==> src/sv/smrsd_pkg.sv <==
// Shared constants and helpers of the rotate string decryptor.
// Depends on nothing; the top level and the testbench import it.
package smrsd_pkg;

  localparam logic [63:0] SEED_RESET   = 64'hB4A5_7B0F_6DED_ABED;
  localparam logic [63:0] GOLDEN_GAMMA = 64'h9E37_79B9_7F4A_7C15;
  localparam logic [63:0] MIX_MUL_A    = 64'hBF58_476D_1CE4_E5B9;
  localparam logic [63:0] MIX_MUL_B    = 64'h94D0_49BB_1331_11EB;

  // Rotate a byte right by 0..7 positions.
  function automatic logic [7:0] rot_right8(input logic [7:0] b, input logic [2:0] r);
    logic [15:0] dbl;
    dbl = {b, b} >> r;
    return dbl[7:0];
  endfunction

endpackage

==> src/sv/smrsd_ifs.sv <==
// Valid/ready channel interfaces of the rotate string decryptor: input bytes,
// result bytes and the key seed write channel. No package dependency.
interface smrsd_in_if;
  logic       valid;
  logic       ready;
  logic [7:0] in_byte;
  logic       string_start;
  modport source (output valid, in_byte, string_start, input ready);
  modport sink (input valid, in_byte, string_start, output ready);
endinterface

interface smrsd_out_if;
  logic       valid;
  logic       ready;
  logic [7:0] out_byte;
  logic       end_of_string;
  logic       was_encrypted;
  modport source (output valid, out_byte, end_of_string, was_encrypted, input ready);
  modport sink (input valid, out_byte, end_of_string, was_encrypted, output ready);
endinterface

interface smrsd_cfg_if;
  logic        valid;
  logic        ready;
  logic [63:0] key_seed;
  modport source (output valid, key_seed, input ready);
  modport sink (input valid, key_seed, output ready);
endinterface

==> src/sv/splitmix_rotate_string_decrypt.sv <==
// Rotate string decryptor. Marker, pass-through and end beats are handled in the idle state;
// an encrypted byte is accepted, then runs two mix rounds on the shared 32x32 multiplier,
// and the input is not ready again until its result is written to the output register.
// Results wait in an output register; the input stalls while a result is held.
// Reset (rst_ni low, asynchronous) closes any string, clears the output and
// loads key seed and generator state with the seed reset value.
module splitmix_rotate_string_decrypt (
  input  logic   clk_i,
  input  logic   rst_ni,
  smrsd_in_if.sink    in_i,
  smrsd_out_if.source out_o,
  smrsd_cfg_if.sink   cfg_i
);
  import smrsd_pkg::*;

  typedef enum logic [1:0] {
    ST_IDLE = 2'b01,
    ST_MUL  = 2'b10
  } state_e;

  state_e      state_q, state_d;
  logic [63:0] key_seed_q, key_seed_d;
  logic [63:0] gen_q, gen_d;
  logic        enc_q, enc_d;
  logic        active_q, active_d;
  logic [63:0] x_q, x_d;
  logic [63:0] acc_q, acc_d;
  logic [1:0]  cnt_q, cnt_d;
  logic        phase_q, phase_d;
  logic [7:0]  byte_q, byte_d;
  logic        out_valid_q, out_valid_d;
  logic [7:0]  out_byte_q, out_byte_d;
  logic        out_end_q, out_end_d;
  logic        out_enc_q, out_enc_d;

  logic [31:0] mul_a, mul_b;
  logic [63:0] mul_p;
  logic [63:0] mul_k;
  logic [63:0] gen_next;
  logic [63:0] z_full;
  logic [63:0] key_word;
  logic        in_fire;

  assign cfg_i.ready = 1'b1;
  assign in_i.ready  = (state_q == ST_IDLE) && (!out_valid_q || out_o.ready);
  assign in_fire     = in_i.valid && in_i.ready;

  assign mul_k    = phase_q ? MIX_MUL_B : MIX_MUL_A;
  assign gen_next = gen_q + GOLDEN_GAMMA;
  assign z_full   = acc_q + {mul_p[31:0], 32'd0};
  assign key_word = z_full ^ (z_full >> 31);

  // Issue low*low, low*high, high*low; the high*high term falls off the top.
  always_comb begin
    case (cnt_q)
      2'd1:    begin mul_a = x_q[31:0];  mul_b = mul_k[63:32]; end
      2'd2:    begin mul_a = x_q[63:32]; mul_b = mul_k[31:0];  end
      default: begin mul_a = x_q[31:0];  mul_b = mul_k[31:0];  end
    endcase
  end

  smrsd_mul32 u_mul (
    .clk_i (clk_i),
    .a_i   (mul_a),
    .b_i   (mul_b),
    .p_o   (mul_p)
  );

  always_comb begin
    state_d     = state_q;
    key_seed_d  = key_seed_q;
    gen_d       = gen_q;
    enc_d       = enc_q;
    active_d    = active_q;
    x_d         = x_q;
    acc_d       = acc_q;
    cnt_d       = cnt_q;
    phase_d     = phase_q;
    byte_d      = byte_q;
    out_valid_d = out_valid_q && !out_o.ready;
    out_byte_d  = out_byte_q;
    out_end_d   = out_end_q;
    out_enc_d   = out_enc_q;

    if (cfg_i.valid) begin
      key_seed_d = cfg_i.key_seed;
    end

    unique case (state_q)
      ST_IDLE: begin
        if (in_fire) begin
          if (in_i.string_start) begin
            gen_d    = key_seed_q;
            enc_d    = (in_i.in_byte != 8'd0);
            active_d = 1'b1;
          end else if (active_q) begin
            if (in_i.in_byte == 8'd0) begin
              out_valid_d = 1'b1;
              out_byte_d  = 8'd0;
              out_end_d   = 1'b1;
              out_enc_d   = enc_q;
              active_d    = 1'b0;
            end else if (!enc_q) begin
              out_valid_d = 1'b1;
              out_byte_d  = in_i.in_byte;
              out_end_d   = 1'b0;
              out_enc_d   = 1'b0;
            end else begin
              // advance the generator and start the first mix round
              gen_d   = gen_next;
              x_d     = gen_next ^ (gen_next >> 30);
              byte_d  = in_i.in_byte;
              cnt_d   = 2'd0;
              phase_d = 1'b0;
              state_d = ST_MUL;
            end
          end
        end
      end
      ST_MUL: begin
        cnt_d = cnt_q + 2'd1;
        case (cnt_q)
          2'd1:    acc_d = mul_p;
          2'd2:    acc_d = z_full;
          2'd3: begin
            if (!phase_q) begin
              x_d     = z_full ^ (z_full >> 27);
              phase_d = 1'b1;
            end else begin
              out_valid_d = 1'b1;
              out_byte_d  = rot_right8(byte_q, key_word[2:0]);
              out_end_d   = 1'b0;
              out_enc_d   = 1'b1;
              state_d     = ST_IDLE;
            end
          end
          default: acc_d = acc_q;
        endcase
      end
      default: state_d = ST_IDLE;
    endcase
  end

  always_ff @(posedge clk_i or negedge rst_ni) begin
    if (!rst_ni) begin
      state_q     <= ST_IDLE;
      key_seed_q  <= SEED_RESET;
      gen_q       <= SEED_RESET;
      enc_q       <= 1'b0;
      active_q    <= 1'b0;
      cnt_q       <= 2'd0;
      phase_q     <= 1'b0;
      out_valid_q <= 1'b0;
    end else begin
      state_q     <= state_d;
      key_seed_q  <= key_seed_d;
      gen_q       <= gen_d;
      enc_q       <= enc_d;
      active_q    <= active_d;
      cnt_q       <= cnt_d;
      phase_q     <= phase_d;
      out_valid_q <= out_valid_d;
    end
  end

  always_ff @(posedge clk_i) begin
    x_q        <= x_d;
    acc_q      <= acc_d;
    byte_q     <= byte_d;
    out_byte_q <= out_byte_d;
    out_end_q  <= out_end_d;
    out_enc_q  <= out_enc_d;
  end

  assign out_o.valid         = out_valid_q;
  assign out_o.out_byte      = out_byte_q;
  assign out_o.end_of_string = out_end_q;
  assign out_o.was_encrypted = out_enc_q;

endmodule

==> src/sv/smrsd_mul32.sv <==
// Shared 32x32 unsigned multiplier with a registered product.
// Used for the partial products of the 64-bit mix multiplies; no package use.
module smrsd_mul32 (
  input  logic        clk_i,
  input  logic [31:0] a_i,
  input  logic [31:0] b_i,
  output logic [63:0] p_o
);

  logic [63:0] p_q;
  logic [63:0] p_d;

  assign p_d = {32'd0, a_i} * {32'd0, b_i};

  always_ff @(posedge clk_i) begin
    p_q <= p_d;
  end

  assign p_o = p_q;

endmodule

==> src/flat_wrapper.sv <==
// flat-port wrapper written by rule: the top's interface ports become plain ports
module splitmix_rotate_string_decrypt_flat import smrsd_pkg::*;
  (clk_i, rst_ni, in_i_valid, in_i_in_byte, in_i_string_start, in_i_ready, out_o_valid, out_o_out_byte, out_o_end_of_string, out_o_was_encrypted, out_o_ready, cfg_i_valid, cfg_i_key_seed, cfg_i_ready);
  smrsd_in_if in_i_i ();
  smrsd_out_if out_o_i ();
  smrsd_cfg_if cfg_i_i ();
  input  logic clk_i;
  input  logic rst_ni;
  input wire logic [$bits(in_i_i.valid)-1:0] in_i_valid;
  input wire logic [$bits(in_i_i.in_byte)-1:0] in_i_in_byte;
  input wire logic [$bits(in_i_i.string_start)-1:0] in_i_string_start;
  output wire logic [$bits(in_i_i.ready)-1:0] in_i_ready;
  output wire logic [$bits(out_o_i.valid)-1:0] out_o_valid;
  output wire logic [$bits(out_o_i.out_byte)-1:0] out_o_out_byte;
  output wire logic [$bits(out_o_i.end_of_string)-1:0] out_o_end_of_string;
  output wire logic [$bits(out_o_i.was_encrypted)-1:0] out_o_was_encrypted;
  input wire logic [$bits(out_o_i.ready)-1:0] out_o_ready;
  input wire logic [$bits(cfg_i_i.valid)-1:0] cfg_i_valid;
  input wire logic [$bits(cfg_i_i.key_seed)-1:0] cfg_i_key_seed;
  output wire logic [$bits(cfg_i_i.ready)-1:0] cfg_i_ready;
  assign in_i_i.valid = in_i_valid;
  assign in_i_i.in_byte = in_i_in_byte;
  assign in_i_i.string_start = in_i_string_start;
  assign in_i_ready = in_i_i.ready;
  assign out_o_valid = out_o_i.valid;
  assign out_o_out_byte = out_o_i.out_byte;
  assign out_o_end_of_string = out_o_i.end_of_string;
  assign out_o_was_encrypted = out_o_i.was_encrypted;
  assign out_o_i.ready = out_o_ready;
  assign cfg_i_i.valid = cfg_i_valid;
  assign cfg_i_i.key_seed = cfg_i_key_seed;
  assign cfg_i_ready = cfg_i_i.ready;
  splitmix_rotate_string_decrypt u_core (.clk_i(clk_i), .rst_ni(rst_ni), .in_i(in_i_i), .out_o(out_o_i), .cfg_i(cfg_i_i));
endmodule
==> config.mk <==
export PLATFORM = sky130hd
export DESIGN_NAME = splitmix_rotate_string_decrypt_flat
export DESIGN_NICKNAME = d
export VERILOG_FILES = /design/src/sv/smrsd_pkg.sv /design/src/sv/smrsd_ifs.sv /design/src/sv/splitmix_rotate_string_decrypt.sv /design/src/sv/smrsd_mul32.sv /design/src/flat_wrapper.sv
export SDC_FILE = /design/constraint.sdc
export NUM_CORES = 2
export LEC_CHECK = 0
export BUFFER_PORTS_ARGS = -buffer_cell sky130_fd_sc_hd__buf_2
export CORE_UTILIZATION = 61
export DETAILED_ROUTE_END_ITERATION = 8
export PLACE_DENSITY = 0.78
export SYNTH_ARGS = -nofsm -noshare
export SYNTH_HDL_FRONTEND = slang
export SYNTH_HIERARCHICAL = 1
export SYNTH_SLANG_ARGS = --single-unit
==> constraint.sdc <==
create_clock -name clk_i -period 9.45 [get_ports clk_i]
set_input_delay 0.945 -clock clk_i [delete_from_list [all_inputs] [get_ports clk_i]]
set_output_delay 0.945 -clock clk_i [all_outputs]
set_load 0.02 [all_outputs]
==> metrics.txt <==
Setup Crit Path Kind flop to flop; total wire length between 100000 and 150000 um; WL per Instance 22.1 um; RSZ-0062 raised after global routing no; Worst-Skew Late Latency around 0.57 ns; input/output buffers ~90; post-CTS setup buffer count 0; Yosys reg bits 346; first-pass GRT wire length approximately 230000 um; die area ~87000 um2; Initial DRT Pass Iterations 8; Ys Warns 6; nets around 6700; Storage cell area slightly above 9000 um2; CP Data Arrival Time approximately 9.5 ns; # hold bufs at CTS 0; EDFF count, synth around 150; clock slew at reported path FFs around 0.060 ns; Initial DRC Count 3334; FFs w/ async S/R, synth 0.393; TritonCTS sink count roughly 350; Die Span X about 290 um; H-tree depth reported by CTS 2; vias in the first global route about 40000; post-synthesis instance area around 52000 um2; FMAX around 110 MHz; clk root buf clkbuf_16; final period demand of the worst path 9.07 ns; area growth from synthesis to layout 5.20%; Hold Path Class input port to asynchronous set/reset pin; routability congestion estimate between 0.9 and 1; clk buf depth 3; CTS tree yes; I/O pin cnt between 90 and 100; Avg Cell Area, Syn 9.56 um2; vias per cell 5.93; area of the multi-input gates 38500 um2; fill count 6775; Netlist cell types roughly 110; ANT nets after route 0; CTS Buf Count 39; Resize count post-CTS 0; initial antenna violation count 6; Initial Utilization 0.620; routed vias around 39000; Critical Path End Type flop; Slew HR 0.167; Core Area 84100 um2; Least-Margin Pin Slew between 1 and 1.5 ns; Req. time, crit path 9.89 ns; largest net degree at the start of global routing 97; outcome finished clean; crit-path max FO 21; remaining global-route overflow 0; fin crit share 0.960; layout cell share with drive strength beyond 1 0.0889; dpl hpwl roughly 110000 um; std cell rows roughly 110; Slew Viols, Final 0; DRC Markers 0; Final Hold Fails 0; Fin Setup TNS 0 ns; GRT Total Usage 0.345; Clock Skew between 0.015 and 0.02 ns; # setup viols final 0; Worst Setup Start Kind flop; Min Hold Slack roughly 0.4 ns; Primary FF master, synth edfxtp_1; Mapped Cells about 5500; Die H approximately 300 um; maxcap violations 0; post-synthesis sequential area ratio 0.176
## placed cells by master, fill, tap and decap left out, types with 33 or more instances in the layout
master     Yosys  layout
mux2_2       123     123
nor3_1        37      37
dfxtp_1       64      64
a21o_1        44      44
xor2_1        72      72
dfstp_2       81      81
a21oi_1      181     181
nand3_1       33      33
clkbuf_16      0      40
buf_4          6      70
dfrtp_1       55      55
ha_1         308     301
nand2_1      597     597
fa_1         897     897
nor2_1       165     163
xnor2_1      134     134
mux2i_1       52      52
buf_2          5      87
o21ai_0      164     164
conb_1         2      36
nor2b_1       42      42
inv_1        911     908
and2_1       613     613
edfxtp_1     146     146
## path summary, 6_finish.rpt
check	start	to	slack, ns	depth (start not counted)
worst max-delay path	u_core/cnt_q[0]	u_core/u_mul/p_o[63]	0.38	26
worst min-delay path	rst_ni	u_core/gen_q[28]	0.40	1
worst max register to register	u_core/cnt_q[0]	u_core/u_mul/p_o[63]	0.38	26
worst min register to register	u_core/key_seed_q[0]	u_core/gen_q[0]	0.49	2
max in group asynchronous	rst_ni	u_core/phase_q	7.74	2
min in group clk_i	u_core/key_seed_q[0]	u_core/gen_q[0]	0.49	2
## cells in the mapped netlist (72+ instances only)
| master | count | area (um2) |
|---|---|---|
| inv_1 | 911 | 3420 |
| fa_1 | 897 | 18000 |
| and2_1 | 613 | 3830 |
| nand2_1 | 597 | 2240 |
| ha_1 | 308 | 3850 |
| clkbuf_1 | 301 | 1130 |
| a21oi_1 | 181 | 906 |
| nor2_1 | 165 | 619 |
| o21ai_0 | 164 | 821 |
| edfxtp_1 | 146 | 4380 |
| xnor2_1 | 134 | 1170 |
| mux2_2 | 123 | 1390 |
| dfstp_2 | 81 | 2130 |
| xor2_1 | 72 | 631 |
## routing by layer
metal	vias up	part of all wire	global-route usage
li1	16900	-	-
met4	0	0.041	0.128
met2	1829	0.47	0.548
met1	19700	0.41	0.473
met5	-	0	0
met3	332	0.086	0.0618
## state kept, by name, indices dropped and copies added, names as in the netlist
register                    count
u_core/cnt_q                    2
u_core/out_o.valid              1
u_core/u_mul/p_o               64
u_core/phase_q                  1
u_core/out_o.was_encrypted      1
u_core/acc_q                   64
u_core/byte_q                   8
u_core/gen_q                   64
u_core/key_seed_q              64
u_core/x_q                     64
u_core/out_o.end_of_string      1
u_core/state_q                  2
u_core/active_q                 1
u_core/out_o.out_byte           8
u_core/enc_q                    1
## critical path, stage by stage (launching register included)
cell,delay (ns)
dfrtp_1,0.44
inv_1,0.14
ha_4,0.29
buf_4,0.35
mux2_2,0.48
buf_4,0.40
nand2_1,0.12
fa_1,0.55
fa_1,0.46
fa_1,0.53
fa_1,0.53
inv_1,0.06
fa_1,0.55
fa_1,0.43
fa_1,0.50
inv_1,0.06
fa_1,0.51
inv_1,0.05
ha_1,0.46
nand4_1,0.20
or4b_1,0.58
a211oi_2,0.21
nor2_2,0.12
o21ai_4,0.23
a311oi_4,0.15
o41ai_2,0.37
xnor2_1,0.12
## per-stage QoR
| step | area [um2] | util | setup WS (ns) | instances |
|---|---|---|---|---|
| after floorplan | 52300 | - | 1.11 | 5489 |
| after global placement | 53600 | 0.637 | 0.630 | 6463 |
| after detailed placement | 53600 | 0.637 | 0.491 | 6463 |
| after CTS | 54800 | 0.652 | 0.390 | 6535 |
| after global routing | 54900 | 0.652 | 0.121 | 6536 |
| final | 54900 | 0.652 | 0.380 | 6539 |
## layout make-up
type / instances / area share
clock inverter: 20 / 0.00356
antenna: 4 / 0.000182
clock buffer: 52 / 0.0196
sequential: 346 / 0.167
timing repair buffer: 165 / 0.0203
tap: 1134 / 0.0259
inverter: 912 / 0.0624
multi-input combinational: 3906 / 0.701
## kinds of logic (layout without fill, tap and decap cells)
| group | after synthesis | in the layout | synth area share |
|---|---|---|---|
| simple gates | 1612 | 1612 | 0.157 |
| buf+inv | 1237 | 1149 | 0.0906 |
| fa+ha+maj | 1205 | 1205 | 0.418 |
| compound gates | 658 | 658 | 0.0816 |
| flops | 346 | 346 | 0.176 |
| xor+xnor | 219 | 219 | 0.0402 |
| mux | 176 | 176 | 0.0368 |
| other cells | 2 | 40 | 0.000144 |
Power is left out: the tool's default activity adds up to more than one toggle a clock period on the data nets, which glitch-free logic cannot reach.
